===== src/rtl/swrl_flow_table.sv =====
`timescale 1ns / 1ps
// ----------------------------------------------------------------------------
// Per-flow ring state table
// Holds the ring head and entry count of every flow in a synchronous RAM and
// sweeps it to zero after reset, one entry per cycle.
// ----------------------------------------------------------------------------
module swrl_flow_table #(
    parameter int unsigned FLOWS   = 64,
    parameter int unsigned ENTRY_W = 9
) (
    input  logic                                         clk,
    input  logic                                         rst_n,
    input  logic                                         rd_en,
    input  logic [((FLOWS > 1) ? $clog2(FLOWS) : 1)-1:0] rd_addr,
    output logic [ENTRY_W-1:0]                           rd_data,
    input  logic                                         wr_en,
    input  logic [((FLOWS > 1) ? $clog2(FLOWS) : 1)-1:0] wr_addr,
    input  logic [ENTRY_W-1:0]                           wr_data,
    output logic                                         init_done
);

    localparam int unsigned AW = (FLOWS > 1) ? $clog2(FLOWS) : 1;
    localparam logic [AW-1:0] LAST_ADDR = AW'(FLOWS - 1);

    logic [ENTRY_W-1:0] mem [FLOWS];
    logic [ENTRY_W-1:0] rd_data_reg;
    logic               clear_busy_reg;
    logic [AW-1:0]      clear_addr_reg;

    // The clearing pass owns the write port until it reaches the last entry.
    always_ff @(posedge clk or negedge rst_n)
    begin
        if (!rst_n)
        begin
            clear_busy_reg <= 1'b1;
            clear_addr_reg <= '0;
        end
        else if (clear_busy_reg)
        begin
            if (clear_addr_reg == LAST_ADDR)
            begin
                clear_busy_reg <= 1'b0;
            end
            else
            begin
                clear_addr_reg <= clear_addr_reg + AW'(1);
            end
        end
    end

    always_ff @(posedge clk)
    begin
        if (clear_busy_reg)
        begin
            mem[clear_addr_reg] <= '0;
        end
        else if (wr_en)
        begin
            mem[wr_addr] <= wr_data;
        end
        if (rd_en)
        begin
            rd_data_reg <= mem[rd_addr];
        end
    end

    assign rd_data   = rd_data_reg;
    assign init_done = !clear_busy_reg;

endmodule


===== config.mk =====
export PLATFORM = sky130hd
export DESIGN_NAME = swrl_flow_table
export DESIGN_NICKNAME = d
export VERILOG_FILES = /design/src/rtl/swrl_flow_table.sv
export SDC_FILE = /design/constraint.sdc
export NUM_CORES = 1
export LEC_CHECK = 0
export ABC_AREA = 1
export BUFFER_PORTS_ARGS = -buffer_cell sky130_fd_sc_hd__buf_2
export CORE_AREA = 2 2 187 373
export CTS_CLUSTER_DIAMETER = 150
export CTS_CLUSTER_SIZE = 20
export DETAILED_ROUTE_END_ITERATION = 10
export DIE_AREA = 0 0 189 375
export PLACE_DENSITY = 0.58
export SYNTH_ARGS = -nofsm -noshare
export SYNTH_HDL_FRONTEND = slang
export SYNTH_SLANG_ARGS = --single-unit

===== constraint.sdc =====
create_clock -name clk -period 2.9 [get_ports clk]
set_input_delay 0.58 -clock clk [delete_from_list [all_inputs] [get_ports clk]]
set_output_delay 0.58 -clock clk [all_outputs]
set_load 0.02 [all_outputs]

* After elaboration in Yosys (flattened, before gate mapping) *
Memories as Yosys holds them, arrays and structs flattened. A register that Yosys moved wholly into a read port is not among the register bits.
Index checks and enable logic that the tools add are counted.
W data, S select, Z words.

storage, ports and cells
  bits in registers = 7
  RAM bits = 576
  bits of input ports = 25
  output and inout bits = 10
  word-level logic and storage cells = 19
  memories = 1

memories
  name  words  width  rd ports  clocked after memory_dff  write ports  line  RTL
  mem   64     9      1         1                         1            25    logic [ENTRY_W-1:0] mem [FLOWS];

operators by class
  $add $sub $neg = 1
  equal/unequal tests = 1
  multiplexer cells = 10
  bitwise logic cells = 1
  reductions and logical operators = 3

operator list
  cell                   number
  $mux W9                1
  $reduce_or A9 Y1       1
  $mux W1                8
  $add A6 B1 Y6 const B  1
  $eq A6 B6 Y1 const B   1
  $mux W6                1
  $reduce_and A2 Y1      1
  $logic_not A1 Y1       1
  $not A1 Y1             1

* Longest topological paths before layout *
  depth after elaboration = 5
  mapped depth = 12
  depth with buffers taken out = 9

* Least setup slack after synthesis *
Ideal clock, no wire load.

  path type = input port to flip-flop
  start point = in wr_en
  end point = mem mem[0][0], data pin
  library setup time = 0.500 ns
  arrival time = 2.315 ns
  required time = 2.400 ns
  setup slack = 0.085 ns
  cell stages on the path = 3
  path through = nand2_2 -> buf_4 -> nor2_1

on the way
  cells in the longest elaborated chain, start to end = 5

RTL lines
  what                               line  RTL
  start: declaration                 16    input logic wr_en,
  $mux W1                            57    else if (wr_en)
  $mux W1                            53    if (clear_busy_reg)
  $mux W1 (not written as such)      59    mem[wr_addr] <= wr_data;
  $reduce_or A9 Y1 (no source line)  n/a
  $mux W9 (no source line)           n/a
  end: declaration                   25

Every way passes these cells.

* Worst setup path after layout *
  start point = reg clear_busy_reg
  end point = mem mem[48][3], enable pin

on the way
  cells in the longest elaborated chain, start to end = 4
  elaborated cells between the ends (all ways) = 7

RTL lines
  what                                                 line  RTL
  start: declaration                                   27    logic clear_busy_reg;
  start signal: assignment                             35    clear_busy_reg <= 1'b1;
  start signal: assignment                             42    clear_busy_reg <= 1'b0;
  $mux W1                                              53
  $mux W1 (not written as such)                        59
  $reduce_or A9 Y1 (no source line)                    n/a
  $mux W6 (no source line) or $mux W1 (tied branches)  n/a

Several ways; a longest one is shown, not always the timed one.

==> results by group <==
Clock network
  • Setup repair bufs after CTS: 0
  • H-tree depth: 2
  • Clock Sinks: 592
  • Clock transition at the registers of the reported paths: 90 ps
  • Clk buf depth: 3
  • CTS tree: done
  • Num CTS Buffers: 35
  • Clk_lat worst skew: 560 ps
  • Root buffer cell: clkbuf_16

Run
  • Max Cap Viol: 0

Cells and area
  • Fill count: 6493
  • # nets final: 2172
  • Leading cell type in the layout, fill and taps excluded: nand2_1
  • Area growth syn-to-layout: 11.8%
  • Largest register FFs: 576
  • Commonest cells after routing, fill and taps aside: nand2_1 (742), edfxtp_1 (585), nand3_1 (494), buf_4 (96), nor2_1 (60)
  • Final Cell Area: 27100 µm²
  • Share of layout cells above drive strength 1: 10.0%
  • N_diodes: 0

Power and ir drop
  • Gate power share: 7.2%
  • Leak Pwr: 10.1 nW
  • Switch Pwr: 3.50 mW
  • Peak VDD IR: 0.000546 V
  • Pint: 12.1 mW
  • Cell area power density: 573 nW/µm²
  • Net Sw Frac: 22.5%
  • Part of the power in registers: 60.5%
  • Clock power frac: 32.2%

STA
  • Slew Limit Headroom: 37.4%
  • Period utilisation layout: 92.9%
  • Final Hold Viols: 0
  • Worst Slack Setup Final: 205 ps
  • RSZ-0062 raised after global routing: no
  • Max Clk Rate: 371 MHz
  • Pins Over Slew Limit: 0
  • Setup_tns: 0 ps
  • Min Tclk post-route: 2690 ps
  • Clk_skew: 20.3 ps
  • Worst Tran Pin Value: 935 ps
  • Final setup vio count: 0

Drt
  • DR vias: 15583
  • DR iter-0 viols: 1536
  • Final wirelength: 61.8 mm
  • DR vias/cell: 5.10
  • Final ANT Viol Nets: 0
  • DR DRC count: 0
  • TritonRoute pass-1 iters: 5
  • Wire length per cell: 20.2 µm

Critical path
  • Worst Path Buf+Inv: 2
  • Largest fanout on the critical path: 15
  • CP required: 3080 ps
  • Worst-path cell chain: inv_2, nand2_2, nand2_1, o21ai_2, nand4_1, buf_12, nor2_1
  • Worst setup SP type: flip-flop
  • CP arrival: 2870 ps
  • Setup crit end kind: flip-flop
  • R2R setup slack: 210 ps
  • Max incr delay on CP: 700 ps
  • Worst path slowest cell: nor2_1
  • Crit-path leading delay family: simple AND/OR/NAND/NOR gates
  • WS Path Type: flip-flop to flip-flop

Die
  • Core area: 68200 µm²
  • Rows: 136
  • Die span in x: 189 µm
  • Full die area: 70900 µm²
  • I/O Pins: 35
  • Die span in y: 375 µm
  • Initial Util: 35.6%

Synth
  • Synth area leader: edfxtp_1
  • Number of synthesized register bits: 592
  • Cells after Synth: 2082
  • YS warnings: 0
  • Top-area cell type share of the netlist area: 72.3%
  • Post-Syn Nets: 2108
  • Leading post-synthesis cells by cell area: edfxtp_1 (72%), nand2_1 (11%), nand3_1 (10%), nor2_1 (1.1%), buf_2 (1.0%)
  • Synthesized area per cell: 11.7 µm²
  • Count of different cell masters after synthesis: 25
  • Register area share after synthesis: 73.1%
  • Mapped Area: 24300 µm²

Global route
  • Number of antenna violations at the first check in global routing: 0
  • Largest net degree at the start of global routing: 110
  • Vias in the first global route: 15158
  • First-pass GRT wire length: 93.7 mm
  • Total Routing Usage GR: 17.4%
  • Total gr overflow: 0

Placed design
  • Post-Place Worst Slack: 49.9 ps
  • Hpwl dp: 35.8 mm
  • DP Area: 26100 µm²
  • IO Port Bufs: 34
  • Routability cong.: 0.828

Status
  • Status: completed

Hold path
  • Tightest Hold Check Type: input port to asynchronous set/reset pin
## power by group through the flow
stage / Combinational (mW) / Sequential [mW] / Clock (mW)
finish: 1.12 / 9.42 / 5.01
global placement: 1.12 / 9.62 / 0
floorplan: 0.634 / 9.64 / 0
CTS: 1.13 / 9.42 / 5.12
global route: 1.22 / 9.42 / 5.40
detailed placement: 1.13 / 9.62 / 0
## metrics by stage
stage | instances | hold slack [ps] | util (%) | total power [mW]
2_1_floorplan | 2082 | 284 | - | 10.3
3_3_place_gp | 3005 | 428 | 38.3 | 10.7
3_5_place_dp | 3005 | 432 | 38.3 | 10.7
4_1_cts | 3057 | 367 | 39.8 | 15.7
5_1_grt | 3057 | 388 | 39.8 | 16.0
6_report | 3057 | 386 | 39.8 | 15.6
## layout make-up
class                   count  area, µm²  area share, %
clock buffers              50        975           3.59
clock inverters             1       8.76         0.0323
inverters                  29        119          0.438
multi-input cells        1338       5870           21.6
flip-flops and latches    592      17700           65.4
well taps                 897       1120           4.14
repair buffers            150       1310           4.81
## layer usage
metal	routed length (µm)	global-route usage, %	vias to the layer above
met5	0	0	-
met1	26100	23.5	7679
met2	30700	29.7	440
met4	1840	5.45	0
li1	-	-	7377
met3	3150	1.70	87
## cells by family after synthesis
kind of cell | count (synthesis) | synth area share [%]
flops | 592 | 73.1
fa+ha+maj | 1 | 0.0515
buf+inv | 152 | 3.14
xor+xnor | 5 | 0.180
simple gates | 1326 | 23.3
compound gates | 6 | 0.278
## path summary, 6_finish.rpt
kind | from | endpoint | cells after the start
worst min-delay path | rst_n | clear_addr_reg[4] | 2
max in group asynchronous | rst_n | clear_busy_reg | 2
min in group clk | rd_en | rd_data[6] | 1
worst max register to register | clear_busy_reg | mem[48][3] | 7
worst min register to register | clear_addr_reg[3] | clear_addr_reg[3] | 1
worst max-delay path | clear_busy_reg | mem[48][3] | 7
## Yosys cell counts
master,count
buf_1,15
buf_2,49
buf_4,32
buf_6,1
clkbuf_1,26
clkinv_1,3
dfrtp_1,6
dfstp_2,1
edfxtp_1,585
ha_1,1
inv_1,21
inv_2,4
inv_4,1
nand2_1,742
nand2_2,2
nand3_1,494
nand3_2,1
nand4_1,8
nor2_1,69
nor2_2,1
nor4_1,8
o21ai_2,4
o21ai_4,2
or2_2,1
xor2_1,5
## what timing repair did
action | in CTS | in global routing
resized for setup | 0 | 0
endpoints found under the hold margin | 6 | 0
hold buffers | 1 | 0
Power figures use the tool's default switching activity.
